File: config.mk
export PLATFORM = sky130hd
export DESIGN_NAME = scope_sample_framer_unit
export DESIGN_NICKNAME = d
export VERILOG_FILES = /design/src/design/ssf_pkg.sv /design/src/design/ssf_front.sv /design/src/design/ssf_queue.sv /design/src/design/ssf_back.sv /design/src/design/scope_sample_framer_unit.sv
export SDC_FILE = /design/constraint.sdc
export NUM_CORES = 2
export LEC_CHECK = 0
export ABC_AREA = 0
export ABC_CLOCK_PERIOD_IN_PS = 8100
export BUFFER_PORTS_ARGS = -buffer_cell sky130_fd_sc_hd__buf_2
export CAP_MARGIN = 20
export CORE_ASPECT_RATIO = 1.1
export CORE_MARGIN = 4
export CORE_UTILIZATION = 62
export DETAILED_ROUTE_END_ITERATION = 6
export PLACE_DENSITY = 0.8
export SLEW_MARGIN = 25
export SYNTH_ARGS = -nofsm -noshare
export SYNTH_HDL_FRONTEND = slang
export SYNTH_HIERARCHICAL = 1
export SYNTH_SLANG_ARGS = --single-unit
export TNS_END_PERCENT = 5
File: constraint.sdc
create_clock -name clk -period 8.1 [get_ports clk]
set_input_delay 0.81 -clock clk [delete_from_list [all_inputs] [get_ports clk]]
set_output_delay 0.81 -clock clk [all_outputs]
set_load 0.1 [all_outputs]
File: src/design/ssf_pkg.sv
// Shared types, constants and the sample scaling function of the scope sample framer.
// No dependencies; every other file of the block imports this package.
package ssf_pkg;

  localparam int FRAME_LEN     = 20;
  localparam int SLOT_W        = 5;
  localparam int CHANNELS      = 4;
  localparam int PER_CHAN_QUAD = 5;
  localparam int PER_CHAN_DUAL = 10;
  localparam int SAMPLE_W      = 16;
  localparam int RAW_W         = 32;
  localparam int SHIFT_W       = 4;
  localparam int SHIFT_MAX     = 14;
  localparam int SLOW_W        = 32;
  localparam int SLOW_ID_W     = 4;
  localparam int COUNT_W       = 4;
  localparam int QUEUE_DEPTH   = 2;
  localparam int CFG_ADDR_W    = 3;
  localparam int CFG_DATA_W    = 4;
  localparam int IN_TDATA_W    = 168;
  localparam int OUT_TDATA_W   = 64;

  localparam int SLOW_ENTRIES_DEFAULT = 16;

  // Configuration register indexes
  localparam logic [CFG_ADDR_W-1:0] REG_CHANNEL_MODE = 3'd0;
  localparam logic [CFG_ADDR_W-1:0] REG_SHIFT_FIRST  = 3'd1;
  localparam logic [CFG_ADDR_W-1:0] REG_SHIFT_SECOND = 3'd2;
  localparam logic [CFG_ADDR_W-1:0] REG_SHIFT_THIRD  = 3'd3;
  localparam logic [CFG_ADDR_W-1:0] REG_SHIFT_FOURTH = 3'd4;

  // Input operation codes
  localparam logic OP_SAMPLE     = 1'b0;
  localparam logic OP_SLOW_WRITE = 1'b1;

  // Channel mode codes
  localparam logic MODE_QUAD = 1'b0;
  localparam logic MODE_DUAL = 1'b1;

  // One classified command, passed from the front end to the back end
  typedef struct packed {
    logic                                is_slow;
    logic                                wr_samples;
    logic                                emit;
    logic                                mode;
    logic [COUNT_W-1:0]                  count;
    logic [CHANNELS-1:0][SAMPLE_W-1:0]   val;
    logic [SLOW_ID_W-1:0]                slow_idx;
    logic [SLOW_W-1:0]                   slow_val;
  } cmd_t;

  typedef struct packed {
    logic full;
    logic empty;
  } q_status_t;

  // Scale Q16.16 by 2^shift, truncate toward zero, saturate to int16
  function automatic logic [SAMPLE_W-1:0] scale_sample(input logic [RAW_W-1:0] raw,
                                                       input logic [SHIFT_W-1:0] shift);
    logic                   neg;
    logic [RAW_W-1:0]       mag;
    logic [SHIFT_W-1:0]     sh;
    logic [RAW_W+13:0]      prod;
    logic [RAW_W-3:0]       q;
    logic [SAMPLE_W-1:0]    res;
    neg  = raw[RAW_W-1];
    mag  = neg ? (~raw + 32'd1) : raw;
    sh   = (shift > SHIFT_W'(SHIFT_MAX)) ? SHIFT_W'(SHIFT_MAX) : shift;
    prod = (RAW_W+14)'(mag) << sh;
    q    = prod[RAW_W+13:16];
    if (neg) begin
      res = (q >= 30'd32768) ? 16'h8000 : 16'(~q + 30'd1);
    end else begin
      res = (q > 30'd32767) ? 16'h7FFF : q[SAMPLE_W-1:0];
    end
    return res;
  endfunction

endpackage

File: src/design/ssf_front.sv
// Front end of the scope sample framer: configuration registers, sample count,
// scaling and classification of input items into commands. Depends on ssf_pkg.
module ssf_front import ssf_pkg::*; (
  input  logic                              clk,
  input  logic                              rst_n,
  input  logic                              cfg_we,
  input  logic [CFG_ADDR_W-1:0]             cfg_addr,
  input  logic [CFG_DATA_W-1:0]             cfg_wdata,
  input  logic                              in_valid,
  output logic                              in_ready,
  input  logic                              in_op,
  input  logic [CHANNELS-1:0][RAW_W-1:0]    in_samples,
  input  logic [SLOW_ID_W-1:0]              in_slow_index,
  input  logic [SLOW_W-1:0]                 in_slow_value,
  input  q_status_t                         q_stat,
  output logic                              push,
  output cmd_t                              push_cmd
);

  logic                              mode_r, mode_nxt;
  logic [CHANNELS-1:0][SHIFT_W-1:0]  shift_r, shift_nxt;
  logic [COUNT_W-1:0]                count_r, count_nxt;
  logic [COUNT_W-1:0]                per_chan;
  logic [COUNT_W-1:0]                cnt_inc;
  logic                              emit;

  assign in_ready = !q_stat.full;
  assign push     = in_valid && in_ready;

  assign per_chan = (mode_r == MODE_DUAL) ? COUNT_W'(PER_CHAN_DUAL) : COUNT_W'(PER_CHAN_QUAD);
  assign cnt_inc  = count_r + COUNT_W'(1);
  assign emit     = (cnt_inc >= per_chan);

  always_comb begin
    push_cmd            = '0;
    push_cmd.is_slow    = (in_op == OP_SLOW_WRITE);
    push_cmd.wr_samples = (count_r < per_chan);
    push_cmd.emit       = emit;
    push_cmd.mode       = mode_r;
    push_cmd.count      = count_r;
    for (int c = 0; c < CHANNELS; c++) begin
      push_cmd.val[c] = scale_sample(in_samples[c], shift_r[c]);
    end
    push_cmd.slow_idx   = in_slow_index;
    push_cmd.slow_val   = in_slow_value;
  end

  always_comb begin
    count_nxt = count_r;
    if (push && in_op == OP_SAMPLE) begin
      count_nxt = emit ? '0 : cnt_inc;
    end
  end

  always_comb begin
    mode_nxt  = mode_r;
    shift_nxt = shift_r;
    if (cfg_we) begin
      case (cfg_addr)
        REG_CHANNEL_MODE: mode_nxt     = cfg_wdata[0];
        REG_SHIFT_FIRST:  shift_nxt[0] = cfg_wdata;
        REG_SHIFT_SECOND: shift_nxt[1] = cfg_wdata;
        REG_SHIFT_THIRD:  shift_nxt[2] = cfg_wdata;
        REG_SHIFT_FOURTH: shift_nxt[3] = cfg_wdata;
        default: ;
      endcase
    end
  end

  always_ff @(posedge clk) begin
    if (!rst_n) begin
      mode_r  <= MODE_QUAD;
      shift_r <= '0;
      count_r <= '0;
    end else begin
      mode_r  <= mode_nxt;
      shift_r <= shift_nxt;
      count_r <= count_nxt;
    end
  end

endmodule

File: src/design/ssf_queue.sv
// Short command queue between front and back end of the scope sample framer.
// Depends on ssf_pkg for the command type and depth.
module ssf_queue import ssf_pkg::*; (
  input  logic       clk,
  input  logic       rst_n,
  input  logic       push,
  input  cmd_t       push_cmd,
  input  logic       pop,
  output cmd_t       pop_cmd,
  output q_status_t  q_stat
);

  localparam int QA = (QUEUE_DEPTH > 1) ? $clog2(QUEUE_DEPTH) : 1;

  cmd_t            q_mem_r [QUEUE_DEPTH];
  logic [QA-1:0]   wr_ptr_r, wr_ptr_nxt;
  logic [QA-1:0]   rd_ptr_r, rd_ptr_nxt;
  logic [QA:0]     cnt_r, cnt_nxt;

  assign q_stat.full  = (cnt_r == (QA+1)'(QUEUE_DEPTH));
  assign q_stat.empty = (cnt_r == '0);
  assign pop_cmd      = q_mem_r[rd_ptr_r];

  always_comb begin
    wr_ptr_nxt = wr_ptr_r;
    rd_ptr_nxt = rd_ptr_r;
    cnt_nxt    = cnt_r;
    if (push) begin
      wr_ptr_nxt = (wr_ptr_r == QA'(QUEUE_DEPTH-1)) ? '0 : wr_ptr_r + QA'(1);
    end
    if (pop) begin
      rd_ptr_nxt = (rd_ptr_r == QA'(QUEUE_DEPTH-1)) ? '0 : rd_ptr_r + QA'(1);
    end
    if (push && !pop) begin
      cnt_nxt = cnt_r + (QA+1)'(1);
    end else if (pop && !push) begin
      cnt_nxt = cnt_r - (QA+1)'(1);
    end
  end

  always_ff @(posedge clk) begin
    if (push) begin
      q_mem_r[wr_ptr_r] <= push_cmd;
    end
  end

  always_ff @(posedge clk) begin
    if (!rst_n) begin
      wr_ptr_r <= '0;
      rd_ptr_r <= '0;
      cnt_r    <= '0;
    end else begin
      wr_ptr_r <= wr_ptr_nxt;
      rd_ptr_r <= rd_ptr_nxt;
      cnt_r    <= cnt_nxt;
    end
  end

endmodule

File: src/design/ssf_back.sv
// Back end of the scope sample framer: frame buffer, slow-data store and frame drain
// through the output register. Depends on ssf_pkg.
module ssf_back import ssf_pkg::*; #(
  parameter int SLOW_ENTRIES = SLOW_ENTRIES_DEFAULT
) (
  input  logic                  clk,
  input  logic                  rst_n,
  input  q_status_t             q_stat,
  input  cmd_t                  pop_cmd,
  output logic                  pop,
  output logic                  out_valid,
  input  logic                  out_ready,
  output logic [SAMPLE_W-1:0]   out_value,
  output logic [SLOT_W-1:0]     out_slot,
  output logic [SLOW_W-1:0]     out_slow_word,
  output logic [SLOW_ID_W-1:0]  out_slow_id,
  output logic                  out_last
);

  localparam int AW = (SLOW_ENTRIES > 1) ? $clog2(SLOW_ENTRIES) : 1;

  localparam logic ST_IDLE  = 1'b0;
  localparam logic ST_DRAIN = 1'b1;

  logic                  state_r, state_nxt;
  logic [SLOT_W-1:0]     k_r, k_nxt;
  logic [AW-1:0]         ptr_r, ptr_nxt;
  logic                  load;
  logic                  k_last;

  logic [SAMPLE_W-1:0]   frame_buf_r [FRAME_LEN];

  logic [SLOW_W-1:0]     slow_mem [SLOW_ENTRIES];
  logic                  slow_vld_r [SLOW_ENTRIES];
  logic [SLOW_W-1:0]     slow_rd_r;
  logic                  slow_rd_vld_r;
  logic                  slow_we;
  logic [AW-1:0]         slow_waddr;

  logic                  out_valid_r, out_valid_nxt;
  logic [SAMPLE_W-1:0]   out_value_r;
  logic [SLOT_W-1:0]     out_slot_r;
  logic [SLOW_W-1:0]     out_slow_word_r;
  logic [SLOW_ID_W-1:0]  out_slow_id_r;
  logic                  out_last_r;

  assign pop    = (state_r == ST_IDLE) && !q_stat.empty;
  assign load   = (state_r == ST_DRAIN) && (!out_valid_r || out_ready);
  assign k_last = (k_r == SLOT_W'(FRAME_LEN-1));

  // Frame buffer: each slot decodes its own channel and sample position per mode
  for (genvar j = 0; j < FRAME_LEN; j++) begin : g_slot
    localparam int QC = j / PER_CHAN_QUAD;
    localparam int QS = j % PER_CHAN_QUAD;
    localparam int DC = j / PER_CHAN_DUAL;
    localparam int DS = j % PER_CHAN_DUAL;
    logic hit;
    logic [SAMPLE_W-1:0] wval;
    always_comb begin
      hit  = 1'b0;
      wval = pop_cmd.val[QC];
      if (pop && !pop_cmd.is_slow && pop_cmd.wr_samples) begin
        if (pop_cmd.mode == MODE_DUAL) begin
          hit  = (pop_cmd.count == COUNT_W'(DS));
        end else begin
          hit  = (pop_cmd.count == COUNT_W'(QS));
        end
      end
      if (pop_cmd.mode == MODE_DUAL) begin
        wval = pop_cmd.val[DC];
      end
    end
    always_ff @(posedge clk) begin
      if (hit) begin
        frame_buf_r[j] <= wval;
      end
    end
  end

  // Slow-data store: drop writes beyond the store
  assign slow_we    = pop && pop_cmd.is_slow && (32'(pop_cmd.slow_idx) < SLOW_ENTRIES);
  assign slow_waddr = AW'(pop_cmd.slow_idx);

  always_ff @(posedge clk) begin
    if (slow_we) begin
      slow_mem[slow_waddr] <= pop_cmd.slow_val;
    end
  end

  always_ff @(posedge clk) begin
    slow_rd_r <= slow_mem[ptr_r];
  end

  always_ff @(posedge clk) begin
    if (!rst_n) begin
      for (int e = 0; e < SLOW_ENTRIES; e++) begin
        slow_vld_r[e] <= 1'b0;
      end
      slow_rd_vld_r <= 1'b0;
    end else begin
      if (slow_we) begin
        slow_vld_r[slow_waddr] <= 1'b1;
      end
      slow_rd_vld_r <= slow_vld_r[ptr_r];
    end
  end

  // Sequencer: pop commands while idle, drain the frame after an emitting tick
  always_comb begin
    state_nxt = state_r;
    k_nxt     = k_r;
    ptr_nxt   = ptr_r;
    case (state_r)
      ST_IDLE: begin
        if (pop && !pop_cmd.is_slow && pop_cmd.emit) begin
          state_nxt = ST_DRAIN;
          k_nxt     = '0;
        end
      end
      ST_DRAIN: begin
        if (load) begin
          k_nxt = k_r + SLOT_W'(1);
          if (k_last) begin
            state_nxt = ST_IDLE;
            ptr_nxt   = (ptr_r == AW'(SLOW_ENTRIES-1)) ? '0 : ptr_r + AW'(1);
          end
        end
      end
      default: state_nxt = ST_IDLE;
    endcase
  end

  always_comb begin
    out_valid_nxt = out_valid_r;
    if (load) begin
      out_valid_nxt = 1'b1;
    end else if (out_ready) begin
      out_valid_nxt = 1'b0;
    end
  end

  always_ff @(posedge clk) begin
    if (load) begin
      out_value_r     <= frame_buf_r[k_r];
      out_slot_r      <= k_r;
      out_last_r      <= k_last;
      out_slow_word_r <= (k_last && slow_rd_vld_r) ? slow_rd_r : '0;
      out_slow_id_r   <= k_last ? SLOW_ID_W'(ptr_r) : '0;
    end
  end

  always_ff @(posedge clk) begin
    if (!rst_n) begin
      state_r     <= ST_IDLE;
      k_r         <= '0;
      ptr_r       <= '0;
      out_valid_r <= 1'b0;
    end else begin
      state_r     <= state_nxt;
      k_r         <= k_nxt;
      ptr_r       <= ptr_nxt;
      out_valid_r <= out_valid_nxt;
    end
  end

  assign out_valid     = out_valid_r;
  assign out_value     = out_value_r;
  assign out_slot      = out_slot_r;
  assign out_slow_word = out_slow_word_r;
  assign out_slow_id   = out_slow_id_r;
  assign out_last      = out_last_r;

endmodule

File: src/design/scope_sample_framer_unit.sv
// Top level of the scope sample framer: stream ports, front end, command queue and back end.
// Depends on ssf_pkg, ssf_front, ssf_queue and ssf_back.
//
// Oscilloscope capture framer. Each transfer on the input stream is either a sample
// tick (in_tuser = 0) carrying four signed Q16.16 channel values, or a slow-data store
// write (in_tuser = 1). The front end scales each used channel by 2^shift (shift clamped
// to 14), truncates toward zero and saturates to int16, then queues the tick; it accepts
// one transfer per cycle while the two-entry queue has room. The back end takes one
// queued command per cycle, when not draining, into the frame buffer or the slow-data
// store. After the fifth tick (four-channel mode) or the tenth (two-channel mode) it drains
// the 20 frame slots in slot order, one per cycle as the output side takes them; only the
// last transfer of a frame (out_tlast) carries the round-robin slow-data word and its
// index, zero elsewhere. Sustained throughput is thus set by the one-slot-per-cycle drain.
// The input side keeps accepting until the queue fills during a drain. The slow-data
// store reads as zero until written (per-entry valid bits, no clearing pass). Write
// configuration only while the block is idle.
module scope_sample_framer_unit import ssf_pkg::*; #(
  parameter int SLOW_ENTRIES = SLOW_ENTRIES_DEFAULT
) (
  input  logic                    clk,
  input  logic                    rst_n,
  input  logic                    cfg_we,
  input  logic [CFG_ADDR_W-1:0]   cfg_addr,
  input  logic [CFG_DATA_W-1:0]   cfg_wdata,
  input  logic                    in_tvalid,
  output logic                    in_tready,
  // sample_first, sample_second, sample_third, sample_fourth, slow_index, slow_value, pad
  input  logic [IN_TDATA_W-1:0]   in_tdata,
  // op
  input  logic                    in_tuser,
  output logic                    out_tvalid,
  input  logic                    out_tready,
  // sample_value, slot, slow_word, slow_id, pad
  output logic [OUT_TDATA_W-1:0]  out_tdata,
  output logic                    out_tlast
);

  logic [CHANNELS-1:0][RAW_W-1:0]  samples;
  logic [SLOW_ID_W-1:0]            slow_index;
  logic [SLOW_W-1:0]               slow_value;

  q_status_t                       q_stat;
  logic                            push;
  cmd_t                            push_cmd;
  logic                            pop;
  cmd_t                            pop_cmd;

  logic [SAMPLE_W-1:0]             out_value;
  logic [SLOT_W-1:0]               out_slot;
  logic [SLOW_W-1:0]               out_slow_word;
  logic [SLOW_ID_W-1:0]            out_slow_id;

  // Unpack the input transfer, lowest field first
  assign samples[0] = in_tdata[31:0];
  assign samples[1] = in_tdata[63:32];
  assign samples[2] = in_tdata[95:64];
  assign samples[3] = in_tdata[127:96];
  assign slow_index = in_tdata[131:128];
  assign slow_value = in_tdata[163:132];

  ssf_front u_front (
    .clk           (clk),
    .rst_n         (rst_n),
    .cfg_we        (cfg_we),
    .cfg_addr      (cfg_addr),
    .cfg_wdata     (cfg_wdata),
    .in_valid      (in_tvalid),
    .in_ready      (in_tready),
    .in_op         (in_tuser),
    .in_samples    (samples),
    .in_slow_index (slow_index),
    .in_slow_value (slow_value),
    .q_stat        (q_stat),
    .push          (push),
    .push_cmd      (push_cmd)
  );

  // Decouple classification from the frame drain
  ssf_queue u_queue (
    .clk      (clk),
    .rst_n    (rst_n),
    .push     (push),
    .push_cmd (push_cmd),
    .pop      (pop),
    .pop_cmd  (pop_cmd),
    .q_stat   (q_stat)
  );

  ssf_back #(
    .SLOW_ENTRIES (SLOW_ENTRIES)
  ) u_back (
    .clk           (clk),
    .rst_n         (rst_n),
    .q_stat        (q_stat),
    .pop_cmd       (pop_cmd),
    .pop           (pop),
    .out_valid     (out_tvalid),
    .out_ready     (out_tready),
    .out_value     (out_value),
    .out_slot      (out_slot),
    .out_slow_word (out_slow_word),
    .out_slow_id   (out_slow_id),
    .out_last      (out_tlast)
  );

  // Pack the result transfer, lowest field first, zero pad to whole bytes
  assign out_tdata = {7'd0, out_slow_id, out_slow_word, out_slot, out_value};

  // The last transfer of a frame sits in the final slot
  assert property (@(posedge clk) disable iff (!rst_n)
    out_tvalid && out_tlast |-> out_slot == SLOT_W'(FRAME_LEN-1))
    else $error("frame end flagged away from final slot");

  // Slow-data fields stay zero except on the last transfer of a frame
  assert property (@(posedge clk) disable iff (!rst_n)
    out_tvalid && !out_tlast |-> out_slow_word == '0 && out_slow_id == '0)
    else $error("slow-data fields set inside a frame");

  // Within a frame the drain presents the next slot right after each transfer
  assert property (@(posedge clk) disable iff (!rst_n)
    out_tvalid && out_tready && !out_tlast |=>
      out_tvalid && out_slot == $past(out_slot) + SLOT_W'(1))
    else $error("frame drain skipped or stalled a slot");

endmodule
---- Word level (Yosys, flattened, before mapping) ----
Memory sizes are Yosys's and may differ from the RTL's. A register that Yosys moved wholly into a read port is not among the register bits.
Cells that the tools add are included.
storage, ports and cells
  register bits after elaboration ......... 78
  bits in latches ......................... 0
  output and inout bits ................... 67
  bits in writable memories ............... 1064
  logic and storage cells ................. 264
  memory bits (read-only) ................. 0
  memories kept ........................... 4
  bits of input ports ..................... 181
operators by class
  multipliers ............................. 0
  shift-type cells ........................ 4
  add/subtract/negate cells ............... 15
  magnitude comparators ................... 14
  muxes and demuxes ....................... 134
  equality and inequality tests ........... 18
  reductions and logical operators ........ 48
  bitwise logic cells ..................... 10
  div/mod/pow operators ................... 0
memories
  memory              words  bits a word  rd ports  clocked after Yosys merged registers in  write ports  line             source
  u_back.slow_mem     16     32           1         1                                        1            ssf_back.sv:33   logic [SLOW_W-1:0] slow_mem [SLOW_ENTRIES];
  u_back.frame_buf_r  20     16           1         1                                        4            ssf_back.sv:31   logic [SAMPLE_W-1:0] frame_buf_r [FRAME_LEN];
  u_queue.q_mem_r     2      108          1         1                                        1            ssf_queue.sv:15  cmd_t q_mem_r [QUEUE_DEPTH];
  u_back.slow_vld_r   16     1            1         1                                        16           ssf_back.sv:34   logic slow_vld_r [SLOW_ENTRIES];
operators with widths
  cell                   number
  $mux 16                31
  $reduce_or 16->1       16
  $shl 32x4->46          4
  $add 32x1->32 const B  4
  $mux 32                4
  $not 32->32            4
  $ge 30x16->1 const B   4
  $gt 30x15->1 const B   4
  $mux 5                 18
  $mux 1                 69
  $add 16x1->16 const B  4
  $not 16->16            4
  $mux 4                 8
  $eq 4x3->1 const B     4
  $gt 4x4->1 const B     4
  $eq 4x4->1 const B     3
  $reduce_and 2->1       6
  $logic_and 1x1->1      11
  $pmux 5 s2             1
  $add 4x1->4 const B    2
  $eq 4x2->1 const B     2
  $logic_not 1->1        7
  $eq 3x2->1 const B     2
  $add 5x1->5 const B    1
  21 further kinds       26

---- Longest topological paths before layout ----
  depth after elaboration ................. 13
  mapped depth ............................ 18
  mapped depth without buffers ............ 16

---- Cells and area by module ----
Netlist, hierarchy kept.
modules (own cells, without submodules)
  module                    times used  area an instance (um^2)  cells an instance
  ssf_back                  1           36063.3                  1734
  ssf_front                 1           16254.3                  2510
  ssf_queue                 1           8079.0                   358
  scope_sample_framer_unit  1           56.3                     8

---- Worst setup path after synthesis ----
No wires, ideal clock.
  path kind ............................... input to register
  from .................................... in in_tvalid
  to ...................................... mem u_queue/q_mem_r[0][0] (netlist bit) (enable)
  stages on the path ...................... 2
  slack ................................... 1626 ps
  arrival time ............................ 5885 ps
  setup time .............................. 589 ps
  path through ............................ nor2b_1 -> nor2b_1
between the ends
  word-level cells in the longest chain between the ends .. 3
RTL lines
  element                       line                            source
  from (decl)                   scope_sample_framer_unit.sv:25  input logic in_tvalid,
  $logic_and 1x1->1             ssf_front.sv:28                 assign push = in_valid && in_ready;
  $mux 1                        ssf_queue.sv:42                 if (push) begin
  $mux 1 (implied by the code)  ssf_queue.sv:43                 q_mem_r[wr_ptr_r] <= push_cmd;
  to (decl)                     ssf_queue.sv:15
No other way between the ends.

==> results.py <==
metrics = {
    "setup_path": {
        "critical-path-top-delay-family": "simple AND/OR/NAND/NOR gates",
        "crit_path_start_kind": "flop",
        "arrival_ns": 5.79,
        "slowest_stage": "a2111oi_0",
        "path_cells": "nand3_1, nand2_1, buf_4, nor2_1, a22oi_1, nand4_1, a2111oi_0, mux2_2, nor2_1, nand4_1, mux2_2, and4_1",
        "endpoint_kind": "flop",
        "worstPathBufferInverterCount": 1,
        "max_stage_delay_ns": 0.89,
        "cp_data_required_time_ns": 8.52,
        "crit_fanout": 17,
        "path_class": "reg2reg",
    },
    "placed_design": {
        "dp_slack_ns": 2.421,
        "finalWeightedCongestion": 0.9657,
        "dp_hpwl_um": 107500,
        "dp.cells": 5808,
        "placed_cell_area_um2": 62290,
        "io_buffers": 236,
    },
    "final_layout": {
        "design_area_um2": 65950,
        "final_common_cell": "edfxtp_1",
        "final_cell_mix": "edfxtp_1 (1106), buf_2 (236), nand2_1 (231), nor2_1 (220), mux4_2 (210)",
        "syn2layout_area_growth_pct": 9.086,
        "fin_nets": 4846,
        "instances_no_fill": 6010,
        "drive_gt1_share_pct": 20.85,
    },
    "global_route": {
        "grt_pass1_wl_um": 262600,
        "grt_overflow": 0,
        "grt_util_all_layers_pct": 33.42,
        "grt_antenna_before_repair": 10,
        "grt_pass1_vias": 41172,
        "grt_max_degree": 85,
    },
    "die": {
        "coreArea_um2": 96180,
        "fp.dieH_um": 335.5,
        "die_x_um": 305.7,
        "fp-row-count": 119,
        "die-area_um2": 102600,
        "initial_core_util_pct": 62.85,
        "ioPinCount": 248,
    },
    "detailed_routing": {
        "routedWlPerCell_um": 29.23,
        "drt_iter0_markers": 5891,
        "vias": 43115,
        "drc": 6,
        "via_per_inst": 7.174,
        "drt_wl_total_um": 175700,
        "dr.pass1.iters": 7,
        "antenna_left": 0,
    },
    "clocking": {
        "cts_buffers": 104,
        "cts_root_buffer": "clkbuf_16",
        "htree_levels": 3,
        "cts_sinks": 1192,
        "clk_latency_ns": 0.71,
        "cts_resized": 0,
        "cts_max_path_buffers": 3,
        "postCtsHoldBufs": 0,
        "cts_setup_buffers": 0,
        "path_clk_slew_ns": 0.07,
        "cts_tree": "yes",
    },
    "synthesis": {
        "synthFlopType": "edfxtp_1",
        "syn_avg_cell_area_um2": 13.11,
        "ys_seq_area_share_pct": 57.79,
        "synth-edff-count": 1106,
        "synth_area_leader_cell": "edfxtp_1",
        "ys_types": 103,
        "syn-cell-area_um2": 60450,
        "yosys_warnings": 6,
        "synth_top_area_share_pct": 54.94,
        "synth.top_cells.by_area": "edfxtp_1 (55%), mux4_2 (7.8%), dfxtp_1 (2.8%)",
        "synth_cells": 4610,
        "synth-seq-cells": 1192,
        "synthArstFlopShare_pct": 0,
    },
    "sta": {
        "setup_viol": 0,
        "slew-limit-headroom_pct": 28.67,
        "final.period_utilization_pct": 66.33,
        "setup_tns_ns": 0,
        "skew_ns": 0.05013,
        "period_needed_ns": 5.373,
        "maxSlewViolCount": 0,
        "hold_viol": 0,
        "rsz0062_at_grt": "no",
        "hold_slack_ns": 0.2937,
        "setup_ws_ns": 2.727,
        "fmax_mhz": 186.1,
        "worst_slew_pin_slew_ns": 1.057,
    },
    "pwr": {
        "power_density_nw_per_um2": 243.3,
        "vdd_drop_max_mv": 0.2883,
        "p_leak_nw": 21.40,
    },
    "run_status": {
        "violations": "DRC",
        "status": "finished with violations",
    },
    "min_path": {
        "hp-class": "in2reg",
    },
    "run": {
        "drv_cap": 0,
    },
}
## power by group
part	total, mW	internal [mW]	switching (mW)
clock	5.14	2.90	2.24
sequential	7.86	7.69	0.175
combinational	3.05	0.877	2.17
## worst reg2reg max path: cells and delay by family (launching register included)
family,cells,cell delay [ns]
flops,1,0.79
mux,2,0.74
buf+inv,1,0.34
simple gates,7,2.11
compound gates,2,1.12
## final timing paths
path	end	from	slack, ns	cells after the start
max reg2reg	u_queue/q_mem_r[0][48]	u_front/shift_r[2]	2.73	12
min reg2reg	u_back/slow_vld_r[7]	u_back/slow_vld_r[7]	0.48	1
max	u_queue/q_mem_r[0][48]	u_front/shift_r[2]	2.73	12
min	u_queue/q_mem_r[1][34]	in_tdata[130]	0.29	1
## synth_stat cells (32+ instances only)
cell      number
a22oi_1       49
nand4_1       49
and3_1        63
nor2b_1      107
and2_1        32
buf_2         44
dfxtp_1       86
o21ai_0      152
xor2_1        48
o22ai_1       77
mux2i_1      146
or4_1         45
buf_4         65
edfxtp_1    1106
xnor2_1       45
o31ai_1       36
a31oi_1       46
a211oi_1      90
mux2_2       145
nor4_1        62
mux4_2       210
o211ai_1      47
nand2_1      231
inv_1         91
nand2b_1      47
clkbuf_1     265
a21oi_1      170
nor2_1       235
nor3_1       112
nand3_1      113
## layer usage
| metal | GRT usage, % | vias to the layer above | wire length, µm |
|---|---|---|---|
| li1 | - | 18398 | - |
| met1 | 44.41 | 21233 | 63360 |
| met2 | 55.58 | 2989 | 86110 |
| met3 | 6.005 | 487 | 18420 |
| met4 | 12.84 | 8 | 7748 |
| met5 | 0 | - | 55 |
## layout make-up
type,count,area [µm²]
diodes,7,17.52
clock buffers,148,2964
clock inverters,46,605.6
fillers,6315,30240
inverters,93,349.1
multi-input cells,2921,23540
flip-flops and latches,1192,34960
well taps,1270,1589
repair buffers,333,1921
## flip-flops by register name (all words and copies together) (netlist names), 2 cells and up, named ones only
register	flops
u_back/slow_rd_r	32
u_back/out_slot	5
u_back/out_value	16
u_back/out_slow_id	4
u_back/k_r	5
u_queue/q_mem_r	216
u_back/slow_vld_r	16
u_back/slow_mem	512
u_back/out_slow_word	32
u_back/ptr_r	4
u_back/frame_buf_r	320
u_queue/cnt_r	2
u_front/count_r	4
u_front/shift_r	16
## metrics by stage
step | util (%) | power, mW
floorplan | - | 9.966
global placement | 64.75 | 10.78
detailed placement | 64.76 | 10.90
CTS | 68.47 | 16.04
global route | 68.55 | 16.57
finish | 68.56 | 16.05
## logic make-up after synthesis
| group | share of synthesized area [%] |
|---|---|
| simple gates | 11.23 |
| flops | 57.79 |
| compound gates | 12.02 |
| mux | 13.44 |
| buf+inv | 3.754 |
| xor+xnor | 1.347 |
| fa+ha+maj | 0.4139 |
| other cells | 0.006203 |
Power figures use the tool's default switching activity.
